[src/hdl/preemptive_priority_scheduler_defines.svh]
// assertion helpers for the scheduler, sampled on clk and muted in reset
`ifndef PREEMPTIVE_PRIORITY_SCHEDULER_DEFINES_SVH
`define PREEMPTIVE_PRIORITY_SCHEDULER_DEFINES_SVH

// same-cycle implication
`define PPS_ASSERT_NOW(lbl, ante, cons, msg) \
	lbl: assert property (@(posedge clk) disable iff (!arst_n) (ante) |-> (cons)) \
		else $error(msg);

// next-cycle implication
`define PPS_ASSERT_NEXT(lbl, ante, cons, msg) \
	lbl: assert property (@(posedge clk) disable iff (!arst_n) (ante) |=> (cons)) \
		else $error(msg);

`endif

[src/hdl/pps_pkg.sv]
`default_nettype none

package pps_pkg;

	// table geometry
	localparam int MAX_JOBS = 16;
	localparam int IDX_W    = (MAX_JOBS > 1) ? $clog2(MAX_JOBS) : 1;
	localparam int CNT_W    = $clog2(MAX_JOBS + 1);

	// input function codes
	localparam logic FUNC_LOAD = 1'b0;
	localparam logic FUNC_TICK = 1'b1;

	// one table entry
	typedef struct packed {
		logic [7:0]  id;
		logic [15:0] arrival;
		logic [15:0] burst;
		logic [15:0] remaining;
		logic [7:0]  prio;
	} entry_t;

	// table write port
	typedef struct packed {
		logic             we;
		logic [IDX_W-1:0] addr;
		entry_t           data;
	} tbl_wr_t;

	// sequencer states
	typedef enum logic [2:0] {
		ST_IDLE,
		ST_SCAN,
		ST_UPDATE,
		ST_SHIFT,
		ST_RESULT
	} state_t;

endpackage

`default_nettype wire

[src/hdl/pps_table.sv]
`default_nettype none

module pps_table import pps_pkg::*; (
	input  wire logic             clk,
	input  wire tbl_wr_t          wr,
	input  wire logic [IDX_W-1:0] raddr,
	output entry_t                rdata
);

	entry_t mem [MAX_JOBS];

	// write port
	always_ff @(posedge clk) begin
		if (wr.we) begin
			mem[wr.addr] <= wr.data;
		end
	end

	// registered read port
	always_ff @(posedge clk) begin
		rdata <= mem[raddr];
	end

endmodule

`default_nettype wire

[src/hdl/pps_wait.sv]
`default_nettype none

module pps_wait import pps_pkg::*; (
	input  wire logic        clk,
	input  wire logic        arst_n,
	input  wire logic        add_en,
	input  wire logic [15:0] tick_time,
	input  wire logic [15:0] job_arrival,
	input  wire logic [15:0] job_burst,
	output logic [31:0]      wait_sum
);

	logic signed [17:0] diff;
	logic               diff_pos;
	logic [32:0]        sum_ext;
	logic [31:0]        sum_q;

	// wait of a finished job: completion minus arrival minus burst
	always_comb begin
		diff     = $signed({2'b00, tick_time}) + 18'sd1
			- $signed({2'b00, job_arrival}) - $signed({2'b00, job_burst});
		diff_pos = !diff[17] && (diff != 18'sd0);
		sum_ext  = {1'b0, sum_q} + {16'b0, diff[16:0]};
	end

	// saturating accumulator, negative waits add nothing
	always_ff @(posedge clk or negedge arst_n) begin
		if (!arst_n) begin
			sum_q <= '0;
		end else if (add_en && diff_pos) begin
			sum_q <= sum_ext[32] ? '1 : sum_ext[31:0];
		end
	end

	assign wait_sum = sum_q;

endmodule

`default_nettype wire

[src/hdl/preemptive_priority_scheduler.sv]
// channel  | handshake          | payload
// ---------+--------------------+------------------------------------------------
// input    | in_valid/in_stall  | func, job_id, arrival_time, burst_time,
//          |                    | priority_req
// output   | out_valid/out_stall| cur_time, running_id, idle, switched, job_done,
//          |                    | total_wait, load_error
//
// a load goes from acceptance through the result state into the output register
// a tick scans N table entries one per cycle through the single read port,
// updates the chosen entry, then moves S later entries down one per cycle on completion
// arst_n clears the job count, clock, wait total and history; the table itself
// has no reset, only entries below the job count are ever used
// a waiting result sits in the output register and the next item is accepted
// meanwhile; the sequencer holds in its result state while out_stall is high and a result is still posted
`default_nettype none

module preemptive_priority_scheduler import pps_pkg::*; (
	input  wire logic        clk,
	input  wire logic        arst_n,
	input  wire logic        in_valid,
	output logic             in_stall,
	input  wire logic        func,
	input  wire logic [7:0]  job_id,
	input  wire logic [15:0] arrival_time,
	input  wire logic [15:0] burst_time,
	input  wire logic [7:0]  priority_req,
	output logic             out_valid,
	input  wire logic        out_stall,
	output logic [15:0]      cur_time,
	output logic [7:0]       running_id,
	output logic             idle,
	output logic             switched,
	output logic             job_done,
	output logic [31:0]      total_wait,
	output logic             load_error
);

	state_t           state_q, state_d;
	logic             in_acc;
	logic             out_free;
	logic             load_ok;

	logic [15:0]      t_q;
	logic [15:0]      time_now_q;
	logic [CNT_W-1:0] job_count_q;
	logic [IDX_W-1:0] scan_idx_q;
	logic [IDX_W-1:0] sh_idx_q;
	logic [IDX_W-1:0] best_idx_q;
	entry_t           best_q;
	logic             found_q;
	logic             last_idle_q;
	logic [7:0]       last_running_q;

	logic [7:0]       res_run_q;
	logic             res_idle_q;
	logic             res_sw_q;
	logic             res_done_q;
	logic             res_lerr_q;

	logic             out_valid_q;
	logic [15:0]      cur_time_q;
	logic [7:0]       running_id_q;
	logic             idle_q;
	logic             switched_q;
	logic             job_done_q;
	logic [31:0]      total_wait_q;
	logic             load_error_q;

	tbl_wr_t          tbl_wr;
	logic [IDX_W-1:0] tbl_raddr;
	entry_t           tbl_rdata;
	logic             wait_en;
	logic [31:0]      wait_sum;

	logic             scan_hit;
	logic             scan_last;
	logic             sh_last;
	logic             best_done;
	logic             shift_need;
	logic             tick_sw;

	// handshake
	assign in_stall = (state_q != ST_IDLE);
	assign in_acc   = in_valid && !in_stall;
	assign out_free = !out_valid_q || !out_stall;
	assign load_ok  = (burst_time != 16'd0) && (job_count_q < CNT_W'(MAX_JOBS));

	// scan compare: ready and strictly better than the best so far
	assign scan_hit = (tbl_rdata.arrival <= t_q) && (tbl_rdata.remaining != 16'd0)
		&& (!found_q || (tbl_rdata.prio < best_q.prio));
	assign scan_last  = (CNT_W'(scan_idx_q) + CNT_W'(1)) == job_count_q;
	assign sh_last    = (CNT_W'(sh_idx_q) + CNT_W'(1)) == job_count_q;
	assign best_done  = (best_q.remaining == 16'd1);
	assign shift_need = (CNT_W'(best_idx_q) + CNT_W'(1)) != job_count_q;
	assign tick_sw    = (found_q == last_idle_q)
		|| (found_q && (best_q.id != last_running_q));

	// next state
	always_comb begin
		state_d = state_q;
		case (state_q)
			ST_IDLE: begin
				if (in_acc) begin
					if (func == FUNC_LOAD) begin
						state_d = ST_RESULT;
					end else if (job_count_q == '0) begin
						state_d = ST_UPDATE;
					end else begin
						state_d = ST_SCAN;
					end
				end
			end
			ST_SCAN: begin
				if (scan_last) begin
					state_d = ST_UPDATE;
				end
			end
			ST_UPDATE: begin
				if (found_q && best_done && shift_need) begin
					state_d = ST_SHIFT;
				end else begin
					state_d = ST_RESULT;
				end
			end
			ST_SHIFT: begin
				if (sh_last) begin
					state_d = ST_RESULT;
				end
			end
			ST_RESULT: begin
				if (out_free) begin
					state_d = ST_IDLE;
				end
			end
			default: state_d = ST_IDLE;
		endcase
	end

	// table port and wait unit control
	always_comb begin
		tbl_wr.we   = 1'b0;
		tbl_wr.addr = job_count_q[IDX_W-1:0];
		tbl_wr.data = '{id: job_id, arrival: arrival_time, burst: burst_time,
			remaining: burst_time, prio: priority_req};
		tbl_raddr   = '0;
		wait_en     = 1'b0;
		case (state_q)
			ST_IDLE: begin
				tbl_wr.we = in_acc && (func == FUNC_LOAD) && load_ok;
			end
			ST_SCAN: begin
				tbl_raddr = scan_idx_q + IDX_W'(1);
			end
			ST_UPDATE: begin
				tbl_wr.we             = found_q && !best_done;
				tbl_wr.addr           = best_idx_q;
				tbl_wr.data           = best_q;
				tbl_wr.data.remaining = best_q.remaining - 16'd1;
				tbl_raddr             = best_idx_q + IDX_W'(1);
				wait_en               = found_q && best_done;
			end
			ST_SHIFT: begin
				tbl_wr.we   = 1'b1;
				tbl_wr.addr = sh_idx_q - IDX_W'(1);
				tbl_wr.data = tbl_rdata;
				tbl_raddr   = sh_idx_q + IDX_W'(1);
			end
			default: begin
				tbl_wr.we = 1'b0;
			end
		endcase
	end

	// state register
	always_ff @(posedge clk or negedge arst_n) begin
		if (!arst_n) begin
			state_q <= ST_IDLE;
		end else begin
			state_q <= state_d;
		end
	end

	// scheduler state
	always_ff @(posedge clk or negedge arst_n) begin
		if (!arst_n) begin
			job_count_q    <= '0;
			time_now_q     <= '0;
			last_idle_q    <= 1'b1;
			last_running_q <= '0;
			found_q        <= 1'b0;
		end else begin
			case (state_q)
				ST_IDLE: begin
					if (in_acc) begin
						found_q <= 1'b0;
						if ((func == FUNC_LOAD) && load_ok) begin
							job_count_q <= job_count_q + CNT_W'(1);
						end
					end
				end
				ST_SCAN: begin
					if (scan_hit) begin
						found_q <= 1'b1;
					end
				end
				ST_UPDATE: begin
					last_idle_q    <= !found_q;
					last_running_q <= found_q ? best_q.id : 8'd0;
					if (time_now_q != 16'hFFFF) begin
						time_now_q <= time_now_q + 16'd1;
					end
					if (found_q && best_done && !shift_need) begin
						job_count_q <= job_count_q - CNT_W'(1);
					end
				end
				ST_SHIFT: begin
					if (sh_last) begin
						job_count_q <= job_count_q - CNT_W'(1);
					end
				end
				default: begin
					found_q <= found_q;
				end
			endcase
		end
	end

	// per-item working registers
	always_ff @(posedge clk) begin
		case (state_q)
			ST_IDLE: begin
				if (in_acc) begin
					t_q        <= time_now_q;
					scan_idx_q <= '0;
					res_run_q  <= '0;
					res_idle_q <= 1'b0;
					res_sw_q   <= 1'b0;
					res_done_q <= 1'b0;
					res_lerr_q <= (func == FUNC_LOAD) && (burst_time != 16'd0)
						&& !load_ok;
				end
			end
			ST_SCAN: begin
				scan_idx_q <= scan_idx_q + IDX_W'(1);
				if (scan_hit) begin
					best_idx_q <= scan_idx_q;
					best_q     <= tbl_rdata;
				end
			end
			ST_UPDATE: begin
				res_run_q  <= found_q ? best_q.id : 8'd0;
				res_idle_q <= !found_q;
				res_sw_q   <= tick_sw;
				res_done_q <= found_q && best_done;
				sh_idx_q   <= best_idx_q + IDX_W'(1);
			end
			ST_SHIFT: begin
				sh_idx_q <= sh_idx_q + IDX_W'(1);
			end
			default: begin
				sh_idx_q <= sh_idx_q;
			end
		endcase
	end

	// output register
	always_ff @(posedge clk or negedge arst_n) begin
		if (!arst_n) begin
			out_valid_q <= 1'b0;
		end else if ((state_q == ST_RESULT) && out_free) begin
			out_valid_q <= 1'b1;
		end else if (!out_stall) begin
			out_valid_q <= 1'b0;
		end
	end

	always_ff @(posedge clk) begin
		if ((state_q == ST_RESULT) && out_free) begin
			cur_time_q   <= t_q;
			running_id_q <= res_run_q;
			idle_q       <= res_idle_q;
			switched_q   <= res_sw_q;
			job_done_q   <= res_done_q;
			total_wait_q <= wait_sum;
			load_error_q <= res_lerr_q;
		end
	end

	assign out_valid  = out_valid_q;
	assign cur_time   = cur_time_q;
	assign running_id = running_id_q;
	assign idle       = idle_q;
	assign switched   = switched_q;
	assign job_done   = job_done_q;
	assign total_wait = total_wait_q;
	assign load_error = load_error_q;

	// job table
	pps_table u_table (
		.clk   (clk),
		.wr    (tbl_wr),
		.raddr (tbl_raddr),
		.rdata (tbl_rdata)
	);

	// waiting-time accumulator
	pps_wait u_wait (
		.clk         (clk),
		.arst_n      (arst_n),
		.add_en      (wait_en),
		.tick_time   (t_q),
		.job_arrival (best_q.arrival),
		.job_burst   (best_q.burst),
		.wait_sum    (wait_sum)
	);

	`include "preemptive_priority_scheduler_defines.svh"

	`PPS_ASSERT_NOW(a_count_bound, 1'b1, job_count_q <= CNT_W'(MAX_JOBS), "job count overflow")
	`PPS_ASSERT_NEXT(a_busy_after_accept, in_acc, in_stall, "item accepted but not busy")
	`PPS_ASSERT_NEXT(a_result_posted, (state_q == ST_RESULT) && out_free, out_valid, "result lost")
	`PPS_ASSERT_NOW(a_done_not_idle, out_valid, !(job_done && idle), "completion on idle tick")

endmodule

`default_nettype wire
[config.mk]
export PLATFORM = sky130hd
export DESIGN_NAME = preemptive_priority_scheduler
export DESIGN_NICKNAME = d
export VERILOG_FILES = /design/src/hdl/pps_pkg.sv /design/src/hdl/pps_table.sv /design/src/hdl/pps_wait.sv /design/src/hdl/preemptive_priority_scheduler.sv
export VERILOG_INCLUDE_DIRS = /design/src /design/src/hdl
export SDC_FILE = /design/constraint.sdc
export NUM_CORES = 2
export LEC_CHECK = 0
export BUFFER_PORTS_ARGS = -buffer_cell sky130_fd_sc_hd__buf_2
export CAP_MARGIN = 25
export CORE_UTILIZATION = 47
export DETAILED_ROUTE_END_ITERATION = 6
export HOLD_SLACK_MARGIN = 0.02
export MAX_ROUTING_LAYER = met4
export SYNTH_ARGS = -nofsm -noshare
export SYNTH_HDL_FRONTEND = slang
export SYNTH_SLANG_ARGS = --single-unit
[constraint.sdc]
create_clock -name clk -period 7.2 [get_ports clk]
set_clock_uncertainty 0.05 [all_clocks]
set_input_delay 1.44 -clock clk [delete_from_list [all_inputs] [get_ports clk]]
set_output_delay 1.44 -clock clk [all_outputs]
set_load 0.05 [all_outputs]
Yosys cells after proc, flatten, opt, wreduce, memory -nomap -nowiden
Memories as Yosys holds them, arrays and structs flattened. A register that Yosys moved wholly into a read port is not among the register bits.
Index checks and enable logic that the tools add are counted.
{"block": "totals", "word_cells": 148, "output_inout_bits": 62, "mem_bits_rw": 1024, "n_memories": 1, "ff_bits": 231}
{"memory": "u_table.mem", "depth": 16, "word_bits": 64, "read_ports": 1, "rd_ports_with_merged_regs": 1, "write_ports": 1, "line": "pps_table.sv:10", "source": "entry_t mem [MAX_JOBS];"}
{"block": "op_classes", "bitwise_logic": 1, "muxes": 34, "eq_ne": 19, "magnitude_cmp": 3, "reduce_logical": 46, "n_addsub": 15}
{"operator": "68-bit one-hot mux with 2 select lines", "n": 1}
{"operator": "18-bit by 17-bit subtractor with 18-bit output", "n": 2}
{"operator": "32-bit by 17-bit adder with 33-bit output", "n": 1}
{"operator": "32-bit 2-to-1 mux", "n": 1}
{"operator": "16-bit nonzero test", "n": 2}
{"operator": "5-bit 2-to-1 mux", "n": 4}
{"operator": "3-bit 2-to-1 mux", "n": 6}
{"operator": "18-bit nonzero test", "n": 1}
{"operator": "16-bit by 1-bit adder with 17-bit output (second input constant)", "n": 1}
{"operator": "1-bit logical AND", "n": 17}
{"operator": "16-bit by 1-bit adder with 16-bit output (second input constant)", "n": 1}
{"operator": "16-bit by 1-bit equality test with 1-bit output (second input constant)", "n": 1}
{"operator": "16-bit <= comparator", "n": 1}
{"operator": "8-bit 2-to-1 mux", "n": 2}
{"operator": "16-bit != test (second input constant)", "n": 1}
{"operator": "4-bit one-hot mux with 2 select lines", "n": 2}
{"operator": "8-bit one-hot mux with 2 select lines", "n": 1}
{"operator": "16-bit by 1-bit subtractor with 16-bit output (second input constant)", "n": 1}
{"operator": "4-bit by 1-bit adder with 5-bit output (second input constant)", "n": 3}
{"operator": "3-bit one-hot mux with 5 select lines", "n": 1}
{"operator": "5-bit one-hot mux with 3 select lines", "n": 1}
{"operator": "2-bit != test (second input constant)", "n": 7}
{"operator": "4-bit by 1-bit adder with 4-bit output (second input constant)", "n": 3}
{"operator": "4-bit one-hot mux with 3 select lines", "n": 1}
{"operator": "other kinds (29)", "n": 56}

Longest topological paths before layout
{"block": "depth", "depth_word": 8, "mapped_depth": 25}

Hierarchy
A second synthesis with hierarchy kept.
{"block": "unflattened", "hier_cells": 2894, "hier_area_um2": 53038.4}
{"module": "pps_table", "cells_each": 1647, "instances": 1, "area_each_um2": 39581.7}
{"module": "preemptive_priority_scheduler", "cells_each": 797, "instances": 1, "area_each_um2": 9669.3}
{"module": "pps_wait", "cells_each": 450, "instances": 1, "area_each_um2": 3787.4}

Worst setup path after synthesis
No wires, ideal clock.
{"block": "synth_path", "path_type": "register -> register", "startpoint": "register t_q[5]", "endpoint": "register best_idx_q[0], enable pin", "period_less_slack_ps": 5641, "setup_ps": 517, "stages_incl_launch_ff": 11, "n_path_buf": 0, "slack_ps": 1559, "t_arrival_ps": 5075, "path_cell_list": "edfxtp_1 -> inv_1 -> ha_1 -> a21o_1 -> a21o_1 -> a21oi_1 -> o21ai_0 -> and2_1 -> o41ai_1 -> nand3_1 -> a21oi_1"}
{"block": "synth_between", "elab_chain_cells": 4}
{"item": "start: declaration", "line": "preemptive_priority_scheduler.sv:43", "source": "logic [15:0] t_q;"}
{"item": "start signal: assignment", "line": "preemptive_priority_scheduler.sv:233", "source": "t_q <= time_now_q;"}
{"item": "16-bit <= comparator", "line": "preemptive_priority_scheduler.sv:89", "source": "assign scan_hit = (tbl_rdata.arrival <= t_q) && (tbl_rdata.remaining != 16'd0)"}
{"item": "1-bit logical AND", "line": "preemptive_priority_scheduler.sv:89"}
{"item": "1-bit logical AND", "line": "preemptive_priority_scheduler.sv:90", "source": "&& (!found_q || (tbl_rdata.prio < best_q.prio));"}
{"item": "2-bit AND reduction (no line)"}
{"item": "end signal: assignment", "line": "preemptive_priority_scheduler.sv:246", "source": "best_idx_q <= scan_idx_q;"}
{"item": "end: declaration", "line": "preemptive_priority_scheduler.sv:48", "source": "logic [IDX_W-1:0] best_idx_q;"}
No other way between the ends.
A chain may end at the register's enable or synchronous reset.

Worst setup path in the final report
{"block": "layout_path", "startpoint": "register t_q[2]", "endpoint": "register u_wait.sum_q[3] (netlist: u_wait.wait_sum[3])"}
{"block": "layout_between", "elab_chain_cells": 6}
{"item": "16-bit by 1-bit adder with 17-bit output (*)", "line": "pps_wait.sv:20", "source": "diff = $signed({2'b00, tick_time}) + 18'sd1"}
{"item": "18-bit by 17-bit subtractor with 18-bit output (*) (2 in series)", "line": "pps_wait.sv:21", "source": "- $signed({2'b00, job_arrival}) - $signed({2'b00, job_burst});"}
{"item": "parallel branches: the longest is 3 deep, another holds 32-bit by 17-bit adder with 33-bit output"}
{"item": "end signal: assignment", "line": "pps_wait.sv:31", "source": "sum_q <= sum_ext[32] ? '1 : sum_ext[31:0];"}
{"item": "end: declaration", "line": "pps_wait.sv:16", "source": "logic [31:0] sum_q;"}
Every way passes the cells marked *.

==> summary.txt <==
Met3 routed WL = 7520 um
Endpoints failing hold = 0
Wire length on met1 = 57500 um
Vias in the first global route = 29300
Detailed-route wire length per cell = 27.0 um
Synth cell count leaders = 1188 x edfxtp_1, 256 x mux4_2, 255 x nand2_1, 102 x clkbuf_1, 100 x o21ai_0
Post-synth EDFFs = 1188
Max Fanout on Critical Path = 23
Iteration-0 DRC count of the detailed router = 2687
Hold buffers post-CTS = 0
Num CTS Buffers = 141
Post-synth top flop = edfxtp_1
First-pass DRT Iterations = 6
Placed insts = 4607
Slew headroom = 0.317
Worst-Margin Slew = 1.02 ns
Sink Count = 1319
Crit path time final = 6.16 ns
Detailed placement HPWL = 72800 um
P_leak = 20.9 nW
Vias/cell = 5.89
Layout area overhead = 14.3%
Critical path type = reg2reg
Clk buf depth = 3
Final Instance Count excl. Fillers = 4861
Synthesized Nets = 3165
Worst Hold Class = reg2reg
FP Rows = 123
Mean Syn Cell Area = 17.6 um2
Area contributors post-synth = edfxtp_1 67%, mux4_2 11%, dfrtp_1 3.1%, dfxtp_1 2.4%, nand2_1 1.8%
Asr flop ratio synth = 0.0508
Post-synthesis sequential area ratio = 0.724
DR top layer = met4
Nets = 3390
Total wire length = 131000 um
Pwr dens = 436 mW/mm2
Remaining antenna violation count = 0
TNS Setup = 0 ns
Tcrit/Tclk final = 0.856
CP required = 7.76 ns
Resized Gates After CTS = 0
Max cap viols = 0
Share of cells above drive strength 1 = 0.224
Gr usage total = 0.237
Worst setup EP type = register
CORE AREA = 0.112 mm2
Yosys top cell by area = edfxtp_1
Met2 routed WL = 63400 um
Mapped Cells = 3025
Clk root buf = clkbuf_16
Initial antenna violation count = 2
Fin Hold WS = 0.367 ns
Io pins = 115
Setup Buffers After CTS = 0
CP Launch Type = register
Ys Warns = 0
CTS tree = yes
Die Y = 339 um
Port bufs = 114
H-tree depth = 4
Flops & latches, synth = 1319
Die W = 339 um
Clock Latency Late Sink = 0.74 ns
Worst EP arrival = 6.73 ns
Clock slew seen by the registers of the worst setup and hold paths = 0.06 ns
Final count of pins violating max slew = 0
Maximum clock rate = 0.162 GHz
Most frequent cell after synthesis = edfxtp_1
Largest net degree at the start of global routing = 129
RSZ-0062 raised after global routing = no
Worst VDD drop = 385 uV
Synth top area share = 0.668
DRC = 0
Final setup fails = 0
Final global-route overflow total = 0
Global placement routability congestion = 0.862
Via count = 28600
Status = finished clean
Cell Area, Synth = 0.0534 mm2
Initial Util = 0.474
First-pass GRT wire length = 194000 um
Count of different cell masters after synthesis = 68
Die area = 0.115 mm2
final cells by class:
| cell class | count | area, um2 |
|---|---|---|
| flip-flops and latches | 1319 | 38600 |
| multi-input cells | 1483 | 14100 |
| fillers | 8831 | 51500 |
| diodes | 3 | 7.51 |
| well taps | 1500 | 1880 |
| clock inverters | 73 | 651 |
| clock buffers | 178 | 3820 |
| inverters | 78 | 293 |
| repair buffers | 227 | 1650 |
sequential cells by signal, summed over array words and instances, names as in the netlist, 3 cells and up:
name / count
last_running_q: 8
time_now_q: 16
job_count_q: 5
u_table.rdata: 64
scan_idx_q: 4
res_run_q: 8
total_wait: 32
running_id: 8
t_q: 16
u_table.mem: 1024
cur_time: 16
best_q: 64
u_wait.wait_sum: 32
best_idx_q: 4
sh_idx_q: 4
state_q: 3
through the flow:
stage               instance area, um2  total power [W]  setup WS [ns]   util
floorplan                        53400           0.0169           1.56      -
global placement                 56400           0.0196           1.12  0.501
detailed placement               56500           0.0198           1.07  0.503
CTS                              61000           0.0268           1.01  0.542
global route                     61000           0.0279          0.509  0.542
finish                           61000           0.0266           1.04  0.542
path summary, 6_finish.rpt:
check	to	slack [ns]	cells after the start	startpoint
max in group asynchronous	state_q[0]	5.51	2	arst_n
worst min register to register	running_id[5]	0.37	0	res_run_q[5]
worst min-delay path	running_id[5]	0.37	0	res_run_q[5]
worst max register to register	u_wait.wait_sum[3]	1.04	17	t_q[2]
min in group asynchronous	out_valid	0.50	1	arst_n
worst max-delay path	u_wait.wait_sum[3]	1.04	17	t_q[2]
worst max-delay path, cell delays in order, from the launching register on:
cell	delay [ns]
edfxtp_1	0.46
nand3_1	0.15
nor4_1	0.52
xnor2_1	0.21
fa_1	0.45
ha_1	0.42
a211o_1	0.34
or2_1	0.25
o21ai_0	0.33
xnor2_1	0.15
ha_1	0.38
a211o_1	0.32
a22o_1	0.23
a41o_1	0.27
a31oi_1	0.32
or3_1	0.68
o21ai_0	0.19
mux2_2	0.32
cells by family (layout without fill, tap and decap cells):
kind of cell,count (synthesis),after routing,share of synthesized area
AOI/OAI and AO/OA,387,387,0.0454
xor gates and xnor gates,94,94,0.0154
adders and majority gates,87,87,0.0229
buffers and inverters,223,556,0.0164
DFF,1319,1319,0.724
muxes,341,341,0.125
other,0,3,0
and+or+nand+nor,574,574,0.0507
per-layer routing:
metal	up-vias	global-route usage
met5	-	-
met3	190	0.0336
met1	15100	0.326
met4	0	0.0640
li1	12400	-
met2	941	0.372
cells in the final DEF, fill, tap and decap left out, drive strengths merged, types with 56 or more instances in the layout:
master | Yosys | final
edfxtp | 1188 | 1188
mux4 | 256 | 256
nand2 | 255 | 255
buf | 43 | 227
clkbuf | 102 | 178
o21ai | 100 | 100
nor2 | 91 | 91
inv | 78 | 83
a21oi | 73 | 73
a211oi | 72 | 72
ha | 69 | 69
a31oi | 68 | 68
and2 | 68 | 68
dfrtp | 66 | 66
dfxtp | 64 | 64
xnor2 | 61 | 61
clkinv | 0 | 56
where the power goes:
group | internal (W) | switching (W)
Combinational | 0.00369 | 0.00542
Sequential | 0.00987 | 0.000603
Clock | 0.00411 | 0.00291
Total | 0.0177 | 0.00893
Power figures use the tool's default switching activity.
